**src/rtl/irfd_pkg.sv**
```systemverilog
// irfd_pkg: shared constants for the ir remote frame decoder
// register indexes, reset values, request kinds, command codes and action codes
// no dependencies
package irfd_pkg;

    localparam int FRAME_SLOTS = 50;

    localparam int TICK_W  = 17;
    localparam int HALF_W  = 16;
    localparam int SLOT_W  = 6;
    localparam int CMD_W   = 8;
    localparam int ACT_W   = 3;
    localparam int PIN_W   = 3;
    localparam int CFG_IDX_W  = 3;
    localparam int CFG_DATA_W = 16;

    localparam logic [HALF_W-1:0] LEADER_MIN_RST = 16'd10000;
    localparam logic [HALF_W-1:0] LEADER_MAX_RST = 16'd15000;
    localparam logic [HALF_W-1:0] ONE_MIN_RST    = 16'd2000;
    localparam logic [HALF_W-1:0] ONE_MAX_RST    = 16'd2300;
    localparam logic [SLOT_W-1:0] CMD_SLOT_RST   = 6'd17;

    typedef enum logic [CFG_IDX_W-1:0] {
        CFG_LEADER_MIN = 3'd0,
        CFG_LEADER_MAX = 3'd1,
        CFG_ONE_MIN    = 3'd2,
        CFG_ONE_MAX    = 3'd3,
        CFG_CMD_SLOT   = 3'd4
    } t_cfg_idx;

    // request kinds carried in tuser
    localparam logic FUNC_EDGE    = 1'b0;
    localparam logic FUNC_TIMEOUT = 1'b1;

    localparam logic [CMD_W-1:0] CODE_STOP   = 8'd69;
    localparam logic [CMD_W-1:0] CODE_VOL_UP = 8'd18;
    localparam logic [CMD_W-1:0] CODE_VOL_UP_ALT = 8'd17;
    localparam logic [CMD_W-1:0] CODE_VOL_DN = 8'd26;
    localparam logic [CMD_W-1:0] CODE_OK     = 8'd6;

    typedef enum logic [ACT_W-1:0] {
        ACT_NONE    = 3'd0,
        ACT_STOP    = 3'd1,
        ACT_VOL_UP  = 3'd2,
        ACT_VOL_DN  = 3'd3,
        ACT_OK      = 3'd4
    } t_action;

    localparam logic [PIN_W-1:0] PINS_STOP   = 3'b000;
    localparam logic [PIN_W-1:0] PINS_VOL_UP = 3'b001;
    localparam logic [PIN_W-1:0] PINS_VOL_DN = 3'b010;
    localparam logic [PIN_W-1:0] PINS_OK     = 3'b100;

endpackage

```
**src/rtl/ir_remote_frame_decoder_unit.sv**
```systemverilog
// ir_remote_frame_decoder_unit: decodes ir remote frames from edge and timeout events
// depends on irfd_pkg
// an input request passes the input register and the result register, in that order, to become a result request
// throughput: one request per cycle while the result side is ready
// edge events update frame state only; a timeout of a started frame gives one result
// reset (synchronous, active low) restores default windows and clears all frame state
module ir_remote_frame_decoder_unit
    import irfd_pkg::*;
(
    input  logic                  i_clk,
    input  logic                  i_rst_n,
    input  logic                  s_axis_tvalid,
    output logic                  s_axis_tready,
    input  logic [23:0]           s_axis_tdata,  // [16:0] elapsed_ticks
    input  logic                  s_axis_tuser,  // [0] func
    output logic                  m_axis_tvalid,
    input  logic                  m_axis_tready,
    output logic [15:0]           m_axis_tdata,  // [7:0] command, [10:8] action, [13:11] pin_pattern
    output logic                  m_axis_tuser,  // [0] frame_valid
    input  logic                  i_cfg_valid,
    output logic                  o_cfg_ready,
    input  logic [CFG_IDX_W-1:0]  i_cfg_index,
    input  logic [CFG_DATA_W-1:0] i_cfg_data
);

    logic [HALF_W-1:0] r_leader_min, r_leader_max, r_one_min, r_one_max;
    logic [SLOT_W-1:0] r_cmd_slot;

    logic              r_in_valid;
    logic              r_in_func;
    logic [TICK_W-1:0] r_in_ticks;

    logic              r_frame_started, n_frame_started;
    logic [SLOT_W-1:0] r_edge_count, n_edge_count;
    logic [HALF_W-1:0] r_leader_interval, n_leader_interval;
    logic [CMD_W-1:0]  r_bit_marks, n_bit_marks;
    logic [PIN_W-1:0]  r_pins_held, n_pins_held;

    logic              r_out_valid;
    logic              r_out_frame_valid, n_out_frame_valid;
    logic [CMD_W-1:0]  r_out_cmd, n_out_cmd;
    logic [ACT_W-1:0]  r_out_act, n_out_act;

    logic              w_adv;
    logic              w_produce;
    logic [HALF_W-1:0] w_half;
    logic [SLOT_W-1:0] w_bit_idx;
    logic              w_is_one;

    assign o_cfg_ready   = 1'b1;
    assign w_adv         = r_in_valid && (!r_out_valid || m_axis_tready);
    assign s_axis_tready = !r_in_valid || w_adv;
    assign w_produce     = w_adv && r_in_func && r_frame_started;
    assign w_half        = r_in_ticks[TICK_W-1:1];
    assign w_bit_idx     = r_edge_count - r_cmd_slot;
    assign w_is_one      = (w_half >= r_one_min) && (w_half <= r_one_max);

    // configuration registers
    always_ff @(posedge i_clk) begin
        if (!i_rst_n) begin
            r_leader_min <= LEADER_MIN_RST;
            r_leader_max <= LEADER_MAX_RST;
            r_one_min    <= ONE_MIN_RST;
            r_one_max    <= ONE_MAX_RST;
            r_cmd_slot   <= CMD_SLOT_RST;
        end else if (i_cfg_valid && o_cfg_ready) begin
            case (t_cfg_idx'(i_cfg_index))
                CFG_LEADER_MIN: r_leader_min <= i_cfg_data;
                CFG_LEADER_MAX: r_leader_max <= i_cfg_data;
                CFG_ONE_MIN:    r_one_min    <= i_cfg_data;
                CFG_ONE_MAX:    r_one_max    <= i_cfg_data;
                CFG_CMD_SLOT:   r_cmd_slot   <= i_cfg_data[SLOT_W-1:0];
                default: ;
            endcase
        end
    end

    // input register
    always_ff @(posedge i_clk) begin
        if (!i_rst_n) begin
            r_in_valid <= 1'b0;
        end else if (s_axis_tready) begin
            r_in_valid <= s_axis_tvalid;
        end
    end

    always_ff @(posedge i_clk) begin
        if (s_axis_tvalid && s_axis_tready) begin
            r_in_func  <= s_axis_tuser;
            r_in_ticks <= s_axis_tdata[TICK_W-1:0];
        end
    end

    always_comb begin
        n_frame_started   = r_frame_started;
        n_edge_count      = r_edge_count;
        n_leader_interval = r_leader_interval;
        n_bit_marks       = r_bit_marks;
        n_pins_held       = r_pins_held;
        n_out_frame_valid = 1'b0;
        n_out_cmd         = '0;
        n_out_act         = ACT_NONE;
        if (w_adv) begin
            if (!r_in_func) begin
                if (!r_frame_started) begin
                    n_frame_started = 1'b1;
                end else if (r_edge_count < SLOT_W'(FRAME_SLOTS)) begin
                    if (r_edge_count == '0) begin
                        n_leader_interval = w_half;
                    end
                    if ((r_edge_count >= r_cmd_slot) && (w_bit_idx < SLOT_W'(CMD_W))) begin
                        n_bit_marks[w_bit_idx[2:0]] = w_is_one;
                    end
                    n_edge_count = r_edge_count + 1'b1;
                end
            end else if (r_frame_started) begin
                n_out_frame_valid = (r_leader_interval >= r_leader_min) &&
                                    (r_leader_interval <= r_leader_max);
                if (n_out_frame_valid) begin
                    n_out_cmd = r_bit_marks;
                    case (r_bit_marks)
                        CODE_STOP: begin
                            n_out_act   = ACT_STOP;
                            n_pins_held = PINS_STOP;
                        end
                        CODE_VOL_UP, CODE_VOL_UP_ALT: begin
                            n_out_act   = ACT_VOL_UP;
                            n_pins_held = PINS_VOL_UP;
                        end
                        CODE_VOL_DN: begin
                            n_out_act   = ACT_VOL_DN;
                            n_pins_held = PINS_VOL_DN;
                        end
                        CODE_OK: begin
                            n_out_act   = ACT_OK;
                            n_pins_held = PINS_OK;
                        end
                        default: ;
                    endcase
                end
                n_frame_started   = 1'b0;
                n_leader_interval = '0;
                n_edge_count      = '0;
            end
        end
    end

    // frame state
    always_ff @(posedge i_clk) begin
        if (!i_rst_n) begin
            r_frame_started   <= 1'b0;
            r_edge_count      <= '0;
            r_leader_interval <= '0;
            r_bit_marks       <= '0;
            r_pins_held       <= '0;
        end else begin
            r_frame_started   <= n_frame_started;
            r_edge_count      <= n_edge_count;
            r_leader_interval <= n_leader_interval;
            r_bit_marks       <= n_bit_marks;
            r_pins_held       <= n_pins_held;
        end
    end

    // result register
    always_ff @(posedge i_clk) begin
        if (!i_rst_n) begin
            r_out_valid <= 1'b0;
        end else if (w_produce) begin
            r_out_valid <= 1'b1;
        end else if (m_axis_tready) begin
            r_out_valid <= 1'b0;
        end
    end

    always_ff @(posedge i_clk) begin
        if (w_produce) begin
            r_out_frame_valid <= n_out_frame_valid;
            r_out_cmd         <= n_out_cmd;
            r_out_act         <= n_out_act;
        end
    end

    assign m_axis_tvalid = r_out_valid;
    assign m_axis_tuser  = r_out_frame_valid;
    assign m_axis_tdata  = {2'b00, r_pins_held, r_out_act, r_out_cmd};

    a_count_bound: assert property (@(posedge i_clk) disable iff (!i_rst_n)
        r_edge_count <= SLOT_W'(FRAME_SLOTS))
        else $error("edge count past last slot");

    a_timeout_clears: assert property (@(posedge i_clk) disable iff (!i_rst_n)
        (w_adv && r_in_func) |=> (r_edge_count == '0 && !r_frame_started &&
                                  r_leader_interval == '0))
        else $error("timeout left frame state");

    a_result_follows: assert property (@(posedge i_clk) disable iff (!i_rst_n)
        w_produce |=> m_axis_tvalid)
        else $error("timeout of started frame gave no result");

    a_leader_needs_start: assert property (@(posedge i_clk) disable iff (!i_rst_n)
        (r_leader_interval != '0) |-> r_frame_started)
        else $error("leader held without a started frame");

    a_invalid_zero_cmd: assert property (@(posedge i_clk) disable iff (!i_rst_n)
        (m_axis_tvalid && !m_axis_tuser) |-> (m_axis_tdata[7:0] == '0 &&
                                              m_axis_tdata[10:8] == ACT_NONE))
        else $error("invalid frame carries a command");

endmodule
```
**config.mk**
```make
export PLATFORM = sky130hd
export DESIGN_NAME = ir_remote_frame_decoder_unit
export DESIGN_NICKNAME = d
export VERILOG_FILES = /design/src/rtl/irfd_pkg.sv /design/src/rtl/ir_remote_frame_decoder_unit.sv
export SDC_FILE = /design/constraint.sdc
export NUM_CORES = 1
export LEC_CHECK = 0
export ABC_AREA = 1
export BUFFER_PORTS_ARGS = -buffer_cell sky130_fd_sc_hd__buf_2
export CAP_MARGIN = 30
export CELL_PAD_IN_SITES_DETAIL_PLACEMENT = 1
export CELL_PAD_IN_SITES_GLOBAL_PLACEMENT = 2
export CORE_MARGIN = 3
export CORE_UTILIZATION = 35
export CTS_BUF_LIST = sky130_fd_sc_hd__clkbuf_8
export CTS_CLUSTER_SIZE = 30
export DETAILED_ROUTE_END_ITERATION = 8
export MAX_ROUTING_LAYER = met4
export PLACE_DENSITY_LB_ADDON = 0.1
export SYNTH_ARGS = -nofsm -noshare
export SYNTH_HDL_FRONTEND = slang
export SYNTH_SLANG_ARGS = --single-unit
```
**constraint.sdc**
```tcl
create_clock -name i_clk -period 2.79 [get_ports i_clk]
set_clock_uncertainty 0.1 [all_clocks]
set_input_delay 0.558 -clock i_clk [delete_from_list [all_inputs] [get_ports i_clk]]
set_output_delay 0.558 -clock i_clk [all_outputs]
set_load 0.01 [all_outputs]
```
After elaboration in Yosys (flattened, before gate mapping) --
Index checks and enable logic that the tools add are counted.
Word-level totals: flip-flop bits (word level) 136, bits of input ports 49, logic and storage cells 85, output and inout bits 20
Operators by class: equal/unequal tests 9, bitwise operators 1, reductions and logical operators 30, add/sub/neg operators 2, magnitude comparators 9, multiplexer cells 17
Operators with widths (count):
- two-way mux 16 bit | 5
- >= comparator 16 bit | 2
- <= comparator 16 bit | 2
- == test 8 x 5 -> 1 bit (second input constant) | 3
- two-way mux 6 bit | 4
- one-hot mux 3 bit (4 select lines) | 2
- AND reduction 2 bit | 5
- AND reduction 5 bit | 2
- bitwise mux 8 bit | 1
- == test 8 x 3 -> 1 bit (second input constant) | 1
- == test 8 x 7 -> 1 bit (second input constant) | 1
- logical AND 1 bit | 8
- AND reduction 4 bit | 2
- adder 6 x 1 -> 6 bit (second input constant) | 1
- == test 3 x 2 -> 1 bit (second input constant) | 2
- >= comparator 6 bit | 1
- logical NOT 6 bit | 1
- < comparator 6 x 4 -> 1 bit (second input constant) | 1
- < comparator 6 bit (second input constant) | 1
- AND reduction 3 bit | 2
- nonzero test 2 bit | 3
- subtractor 6 bit | 1
- < comparator 3 x 4 -> 1 bit (second input constant) | 1
- two-way mux 1 bit | 4
- other kinds (10) | 12

Depth between registers and ports, before layout --
Gate-level depths: netlist of the first run.
word-level depth 6, depth in mapped cells 16

Worst setup path after synthesis of the first run --
OpenSTA, ideal clock, no wires.
path kind register to register, from register r_edge_count[0], to register r_bit_marks[0], data arrival time 1.819 ns, path buffers 0, path slack 0.761 ns, stages on the path, launching flop included 15, data required time 2.580 ns, library setup time 0.110 ns, cells stage by stage dfxtp_1 -> inv_1 -> ha_1 -> inv_1 -> fa_1 -> nand3_1 -> nand3_1 -> nand2_2 -> nand2_1 -> nor2_2 -> nand3_2 -> nor2_4 -> nand3_1 -> nand2_1 -> nor2_1
On the way: cells in the longest elaborated chain, start to end 6
RTL lines:
- from (decl) | line ir_remote_frame_decoder_unit.sv:34 | logic [SLOT_W-1:0] r_edge_count, n_edge_count;
- from (signal assigned) | line ir_remote_frame_decoder_unit.sv:158 | r_edge_count <= n_edge_count;
- subtractor 6 bit | line ir_remote_frame_decoder_unit.sv:55 | assign w_bit_idx = r_edge_count - r_cmd_slot;
- < comparator 3 x 4 -> 1 bit (implied by the code) / >= comparator 3 x 1 -> 1 bit (equally long branches) | line ir_remote_frame_decoder_unit.sv:112 | n_bit_marks[w_bit_idx[2:0]] = w_is_one;
- logical AND 1 bit (implied by the code) | line ir_remote_frame_decoder_unit.sv:112
- two-way mux 1 bit (implied by the code) | line ir_remote_frame_decoder_unit.sv:112
- demux 1 bit (select 3 bit) | line ir_remote_frame_decoder_unit.sv:112
- bitwise mux 8 bit | line ir_remote_frame_decoder_unit.sv:112
- to (signal assigned) | line ir_remote_frame_decoder_unit.sv:160 | r_bit_marks <= n_bit_marks;
- to (decl) | line ir_remote_frame_decoder_unit.sv:36 | logic [CMD_W-1:0] r_bit_marks, n_bit_marks;
Several ways; a longest one is shown, not always the timed one. A chain may end at the register's enable or synchronous reset.

Final worst setup path of the first run --
from register r_leader_min[11], to register r_out_act[0], data pin
On the way: cells in the longest elaborated chain, start to end 3
RTL lines:
- from (decl) | line ir_remote_frame_decoder_unit.sv:26 | logic [HALF_W-1:0] r_leader_min, r_leader_max, r_one_min, r_one_max;
- from (signal assigned) | line ir_remote_frame_decoder_unit.sv:68 | CFG_LEADER_MIN: r_leader_min <= i_cfg_data;
- >= comparator 16 bit | line ir_remote_frame_decoder_unit.sv:117 | n_out_frame_valid = (r_leader_interval >= r_leader_min) &&
- logical AND 1 bit | line ir_remote_frame_decoder_unit.sv:117
- AND reduction 4 bit (no source line)
- to (signal assigned) | line ir_remote_frame_decoder_unit.sv:180 | r_out_act <= n_out_act;
- to (decl) | line ir_remote_frame_decoder_unit.sv:42 | logic [ACT_W-1:0] r_out_act, n_out_act;
No other way between the ends.

==> results of run 1 <==
-- cell usage after synthesis (all sizes together) --
library cell  count  area [µm²]
a211oi            1        7.51
a21o              3        22.5
a21oi           102         514
a311oi            1        8.76
buf               8        53.8
clkbuf           20        75.1
clkinv            1        5.00
conb              2        7.51
dfxtp           106        2120
edfxtp           29         871
fa                1        20.0
ha               72         901
inv             134         503
nand2           162         643
nand3            46         258
nand3b            2        18.8
nand4            16         100
nor2             71         322
nor3              6        46.3
nor3b             3        27.5
nor4              1        6.26
o211ai           19         143
o21a              2        15.0
o21ai            61         305
o21bai            2        15.0
xor2              1        8.76
-- final cells by class --
cell class | instances | share of cell area (%)
Clock buffer | 17 | 2.91
Clock inverter | 15 | 2.62
Inverter | 135 | 6.32
Multi-Input combinational cell | 575 | 42.2
Sequential cell | 135 | 37.2
Tap cell | 265 | 4.13
Timing Repair Buffer | 68 | 4.58
-- through the flow --
step / setup WS (ns) / utilization, % / power [µW]
final: 0.403 / 41.0 / 4340
after global placement: 0.393 / 38.8 / 2540
after global routing: 0.0930 / 41.0 / 4560
after floorplan: 0.761 / - / 2390
after detailed placement: 0.352 / 38.8 / 2550
after CTS: 0.321 / 41.0 / 4410
-- power by group --
part,internal (µW),switching (µW),leakage (µW)
Combinational,139,267,0.00229
Clock,1050,792,0.000214
Sequential,2050,39.7,0.00115
Total,3240,1100,0.00365
-- cells in the final DEF, fill, tap and decap left out, drive strengths merged, types with 2 or more instances in the layout --
master / Yosys / layout
o21ai: 61 / 61
buf: 8 / 68
o21a: 2 / 2
dfxtp: 106 / 106
nor3: 6 / 6
nand2: 162 / 162
inv: 134 / 135
edfxtp: 29 / 29
o211ai: 19 / 19
nor2: 71 / 71
conb: 2 / 3
clkinv: 1 / 6
nand3: 46 / 46
ha: 72 / 72
nand3b: 2 / 2
clkinvlp: 0 / 4
bufinv: 0 / 5
clkbuf: 20 / 17
o21bai: 2 / 2
nor3b: 3 / 3
nand4: 16 / 16
a21o: 3 / 3
a21oi: 102 / 102
-- sequential cells by signal, summed over array words and instances, names as in the netlist, 3 cells and up --
| name | flops |
|---|---|
| r_out_cmd | 8 |
| r_in_ticks | 16 |
| r_edge_count | 6 |
| r_leader_min | 16 |
| r_leader_interval | 16 |
| r_cmd_slot | 6 |
| r_one_max | 16 |
| r_bit_marks | 8 |
| r_one_min | 16 |
| r_pins_held | 3 |
| r_leader_max | 16 |
| r_out_act | 3 |
-- worst max-delay path by stage --
stage / to
after global placement: r_out_act[0]
final: r_out_act[0]
after floorplan: r_bit_marks[0]
after global routing: r_out_act[0]
after detailed placement: r_out_act[0]
after CTS: r_out_act[0]
-- routing by layer --
layer	track usage (%)	wire (µm)	share of wire, %
met2	34.3	10200	52
met3	3.00	435	2.2
met4	6.20	386	2.0
met1	22.5	8640	44
met5	-	0	0
-- worst register-to-register path: stages, from the launching register on --
cell and delay [ns]:
sky130_fd_sc_hd__dfxtp_1 0.31, sky130_fd_sc_hd__inv_1 0.05, sky130_fd_sc_hd__ha_1 0.29, sky130_fd_sc_hd__nand2_1 0.06, sky130_fd_sc_hd__inv_1 0.06, sky130_fd_sc_hd__nand3_1 0.08, sky130_fd_sc_hd__nor2_1 0.20, sky130_fd_sc_hd__nand3_1 0.10
sky130_fd_sc_hd__nand3_1 0.27, sky130_fd_sc_hd__nand3_1 0.39, sky130_fd_sc_hd__a211oi_1 0.30
-- cell families (layout without fill, tap and decap cells) --
kind of cell               after synthesis  count (layout)  synth area share, %
xor gates and xnor gates                 1               1                0.125
adders and majority gates               73              73                 13.1
DFF                                    135             135                 42.6
AOI/OAI and AO/OA                      191             191                 14.7
buffers and inverters                  163             235                 9.07
and+or+nand+nor                        307             307                 20.2
other                                    2               3                0.107
==> impl_results.md, run 1 <==
- Outcome: finished clean
- GRT overflow: 0
- Kind of cell with the highest combined delay on the critical path: simple AND/OR/NAND/NOR gates
- Core Rows: 51
- Total number of vias: 5938
- Starting density of the core: 35.8%
- Capture point of the worst reg-to-reg path: r_out_act[0]
- Number of diodes: 0
- Max-slew headroom at the worst pin: 53.5%
- Antenna violations before repair: 0
- Category of the worst setup path capture point: flop
- Post-cts sizing count: 0
- Reg-to-reg startpoint: r_leader_min[11]
- Mapped Area: 0.00702 mm²
- Unrepaired setup endpoints after global routing: no
- Die area: 0.0218 mm²
- Wire length after detailed routing: 19.7 mm
- Mean routed wirelength per cell: 16.2 µm
- Seq/Total Area, Yosys: 42.6%
- Worst hold start: s_axis_tdata[4]
- Most frequent cell on the critical path: sky130_fd_sc_hd__nand3_1
- Num ports: 69
- Required time of the critical path: 2.94 ns
- Final number of setup-violating endpoints: 0
- Final Max Slew Viols: 0
- Core Area: 0.0196 mm²
- Critical path depth: 10
- First-pass GRT wire length: 32.3 mm
- Hpwl dp: 15.3 mm
- LEAKAGE: 0.00365 µW
- Maximum number of pins on one net before global-route repair: 51
- # fillers: 2460
- Via count of the first global-routing pass: 6379
- Final critical-path required period: 2.39 ns
- Highest Clock Rate: 0.419 GHz
- Cell Count, Final, Fillers Out: 1210
- Level count of the clock H-tree: 4
- Number of endpoints with negative hold slack in the final report: 0
- Reg2Reg Depth: 10
- Number of nets in the finished design: 1054
- Area post-placement: 0.00759 mm²
- Hold path cells: 1
- Ys Warns: 0
- Number of search-and-repair iterations in the first detailed-routing pass: 4
- Layout overhead on the synthesized area: 14.5%
- CTS sink count: 135
- Max_cap viols: 0
- Combined global-route utilization of all metal layers: 19.3%
- Hold worst-path end: r_in_ticks[4]
- Clock buffer count from CTS: 17
- Maximum fanout encountered on the critical timing path: 11
- Clock latency at the later pin of the worst-skew pair: 0.44 ns
- Post-route antenna net violation count: 0
- Delay of the slowest critical-path stage: 0.39 ns
- Buffers & Inverters on Critical Path: 2
- Signal arrival time at the worst endpoint: 2.54 ns
- Initial DRC Count: 170
- Total instance count after detailed placement: 1178
- Distinct cell type count of the synthesized netlist: 41
- Floorplan die width: 148 µm
- Crit path launch type: flop
- PwrDens: 540 mW/mm²
- Crit path max-delay cell type: sky130_fd_sc_hd__nand3_1
- Worst slew pin tran: 0.690 ns
- Crit-path cells: inv_1, ha_1, nand2_1, inv_1, nand3_1, nor2_1, nand3_1, nand3_1, nand3_1, a211oi_1
- Final instance area: 0.00804 mm²
- Remaining routing DRC violations: 0
- Number of setup buffers added after CTS: 0
- Routed vias/inst: 4.91
- FF+latch area: 0.00299 mm²
- Gpl congestion: 0.806
- Quantity of hold-fixing buffers added after cts: 0
- Share of final-layout standard cells stronger than drive strength 1: 13.8%
- Class of the worst hold path: input port to flop
- Startpoint-to-endpoint class of the critical path: flop to flop
- Post-route worst hold slack: 0.193 ns
- Buffers added on ports: 57
- Post-route fraction of the period consumed by the critical path: 85.6%
- Register clock-pin slew on the reported worst setup and hold paths: 0.08 ns
- Cell at the root of the clock tree: sky130_fd_sc_hd__clkbuf_8
- TritonCTS clock tree: yes
- Area used by multi-input combinational logic: 0.00339 mm²
- Chip Height: 148 µm
- Max Buffers Root-to-Sink: 2
- FF-to-FF setup slack: 0.40 ns
- Seq cells post-synth: 135
- Post-Syn Instances: 872
- Final setup TNS: 0 ns
- Avg Inst Size Synth: 8.05 µm²
- Critical path startpoint: r_leader_min[11]
- Maximum vdd ir drop: 0.313 mV
(Power assumes the default switching activity.)
==> run 2: changes to the inputs <==
--- a/config.mk
+++ b/config.mk
@@ -10,6 +10,7 @@
 export CAP_MARGIN = 30
 export CELL_PAD_IN_SITES_DETAIL_PLACEMENT = 1
 export CELL_PAD_IN_SITES_GLOBAL_PLACEMENT = 2
+export CORE_ASPECT_RATIO = 0.7
 export CORE_MARGIN = 3
 export CORE_UTILIZATION = 35
 export CTS_BUF_LIST = sky130_fd_sc_hd__clkbuf_8
==> run 2 against run 1 <==
Compared with the run above:
- sequential power is essentially flat
- critical path depth grew 4
- sequential cell count is the same
- largest cell class unchanged
- clock power grew 6%
- wire length grew 3.6%
- global-route usage grew 0.62 points
- first-iteration DRC count grew 110%
- maximum frequency grew 1.5%
- hold slack lost 0.025 ns
- final cell count shrank 0.17%
- non-clock buffer count shrank 1
==> impl_results.md, run 2 (synthesis gave the netlist of run 1 again) <==
- Outcome: finished clean
- Num ports: 69 (unchanged)
- Reg-to-reg startpoint: r_edge_count[0]
- Class of the worst hold path: input port to flop
- Required time of the critical path: 3.05 ns (+0.11 ns)
- Antenna violations before repair: 0 (unchanged)
- Worst setup slack before clock tree synthesis: 0.465 ns (+0.114 ns)
- Starting density of the core: 36.4% (+0.56 points)
- PwrDens: 555 mW/mm² (+2.7%)
- Worst slew pin tran: 0.732 ns (+0.0415 ns)
- Post-route fraction of the period consumed by the critical path: 84.3% (-1.3 points)
- Max-slew headroom at the worst pin: 51.2% (-2.3 points)
- Signal arrival time at the worst endpoint: 2.61 ns (+0.07 ns)
- Hpwl dp: 16.0 mm (+4.9%)
- Remaining routing DRC violations: 0 (unchanged)
- Post-route antenna net violation count: 0 (unchanged)
- Post-cts sizing count: 0 (unchanged)
- Number of diodes: 0 (unchanged)
- Area post-placement: 0.00758 mm² (-0.12%)
- Share of final-layout standard cells stronger than drive strength 1: 13.7% (-0.091 points)
- LEAKAGE: 0.00367 µW (+0.49%)
- First-pass GRT wire length: 33.2 mm (+2.6%)
- Crit path launch type: flop
- Wire length after detailed routing: 20.4 mm (+3.6%)
- Register clock-pin slew on the reported worst setup and hold paths: 0.09 ns (about the same)
- TritonCTS clock tree: yes
- Startpoint-to-endpoint class of the critical path: flop to flop
- Reg2Reg Depth: 14 (+4)
- Buffers added on ports: 57 (unchanged)
- Final instance area: 0.00805 mm² (+0.16%)
- Capture point of the worst reg-to-reg path: r_bit_marks[2]
- Total number of vias: 5891 (-0.79%)
- GRT overflow: 0 (unchanged)
- Quantity of hold-fixing buffers added after cts: 0 (unchanged)
- Core Rows: 42 (-18%)
- Floorplan die width: 175 µm (+19%)
- Core Area: 0.0193 mm² (-1.6%)
- Level count of the clock H-tree: 4 (unchanged)
- Number of nets in the finished design: 1053 (-0.095%)
- Clock latency at the later pin of the worst-skew pair: 0.46 ns (+0.02 ns)
- Critical path startpoint: r_edge_count[0]
- Unrepaired setup endpoints after global routing: no
- Die area: 0.0218 mm² (+0.12%)
- Via count of the first global-routing pass: 6162 (-3.4%)
- Maximum fanout encountered on the critical timing path: 4 (-7)
- Highest Clock Rate: 0.425 GHz (+1.5%)
- Final critical-path required period: 2.35 ns (-0.0359 ns)
- Max Buffers Root-to-Sink: 2 (unchanged)
- Maximum vdd ir drop: 0.238 mV (-24%)
- Number of setup buffers added after CTS: 0 (unchanged)
- Clock buffer count from CTS: 17 (unchanged)
- Most frequent standard cell in the layout excluding fill and tap cells: sky130_fd_sc_hd__nand2_1
- Final Max Slew Viols: 0 (unchanged)
- Routed vias/inst: 4.88 (-0.63%)
- Layout overhead on the synthesized area: 14.7%
- Number of search-and-repair iterations in the first detailed-routing pass: 5 (+1)
- Gpl congestion: 0.867 (+7.6%)
- Max_cap viols: 0 (unchanged)
- Cell at the root of the clock tree: sky130_fd_sc_hd__clkbuf_8
- # fillers: 2376 (-3.4%)
- Commonest cells after routing, fill and taps aside: sky130_fd_sc_hd__nand2_1, sky130_fd_sc_hd__inv_1, sky130_fd_sc_hd__dfxtp_1
- CTS sink count: 135 (unchanged)
- FF-to-FF setup slack: 0.44 ns (+0.04 ns)
- Final number of setup-violating endpoints: 0 (unchanged)
- Mean routed wirelength per cell: 16.9 µm (+3.8%)
- Category of the worst setup path capture point: flop
- Final setup TNS: 0 ns (unchanged)
- Maximum number of pins on one net before global-route repair: 60 (+18%)
- Initial DRC Count: 357 (+110%)
- Combined global-route utilization of all metal layers: 20.0% (+0.62 points)
- Chip Height: 124 µm (-16%)
- End-of-flow core utilization: 41.7% (+0.71 points)
- Number of endpoints with negative hold slack in the final report: 0 (unchanged)
- CP endpoint: r_bit_marks[2]
- Slack of the critical path: 0.439 ns (+0.0359 ns)
[run 2: cell count changes in the layout (fill, tap and decap cells not counted)]
| cell | delta |
|---|---|
| sky130_fd_sc_hd__clkinv_4 | -1 |
| sky130_fd_sc_hd__inv_6 | +2 |
| sky130_fd_sc_hd__bufinv_16 | +1 |
| sky130_fd_sc_hd__clkinv_2 | +1 |
| sky130_fd_sc_hd__buf_4 | -1 |
| sky130_fd_sc_hd__clkinvlp_4 | -3 |
[run 2: layout make-up]
| cell class | count | area (µm²) | share of cell area (%) |
|---|---|---|---|
| Sequential cell | 135 | 2990 | 37.2 |
| Tap cell | 264 | 330 | 4.10 |
| Inverter | 135 | 508 | 6.31 |
| Multi-Input combinational cell | 575 | 3390 | 42.2 |
| Clock inverter | 15 | 231 | 2.88 |
| Clock buffer | 17 | 234 | 2.91 |
| Timing Repair Buffer | 67 | 360 | 4.48 |
[run 2: where the power goes]
group | switching [µW] | internal (µW)
Sequential | 47.1 | 2050
Combinational | 277 | 139
Clock | 807 | 1150
Total | 1130 | 3340
[run 2: worst max-delay path: stages, from the launching register on]
cell and delay (ns):
sky130_fd_sc_hd__dfxtp_1 0.33, sky130_fd_sc_hd__inv_1 0.12, sky130_fd_sc_hd__ha_1 0.15, sky130_fd_sc_hd__inv_1 0.07
sky130_fd_sc_hd__fa_1 0.44, sky130_fd_sc_hd__nand3_1 0.15, sky130_fd_sc_hd__nand3_1 0.10, sky130_fd_sc_hd__nand2_2 0.12
sky130_fd_sc_hd__nand2_1 0.07, sky130_fd_sc_hd__nor2_2 0.09, sky130_fd_sc_hd__nand3_2 0.14, sky130_fd_sc_hd__nor2_4 0.15
sky130_fd_sc_hd__nand3_1 0.10, sky130_fd_sc_hd__nand2_1 0.09, sky130_fd_sc_hd__nor2_1 0.05
[run 2: how the worst min path moves through the flow]
stage / startpoint / to / slack [ns] / cells past startpoint
floorplan: r_leader_min[11] / r_leader_min[11] / 0.34 / 2
global placement: r_one_min[15] / r_one_min[15] / 0.34 / 2
detailed placement: r_one_min[2] / r_one_min[2] / 0.35 / 2
CTS: s_axis_tdata[7] / r_in_ticks[7] / 0.14 / 1
global route: s_axis_tdata[1] / r_in_ticks[1] / 0.14 / 1
finish: s_axis_tdata[7] / r_in_ticks[7] / 0.17 / 1
[run 2: metrics by stage]
stage                     instances  power [µW]  hold WS [ns]
final                          1208        4470         0.168
after global routing           1208        4680         0.141
after CTS                      1208        4520         0.145
after detailed placement       1176        2560         0.352
after global placement         1176        2540         0.343
after floorplan                 873        2390         0.335
[run 2: routing by layer]
| layer | global-route usage (%) | wire, µm | vias up |
|---|---|---|---|
| li1 | - | - | 3002 |
| met1 | 28.8 | 10800 | 2778 |
| met2 | 28.8 | 8490 | 91 |
| met3 | 3.63 | 816 | 20 |
| met4 | 4.97 | 222 | 0 |
| met5 | - | 0 | - |
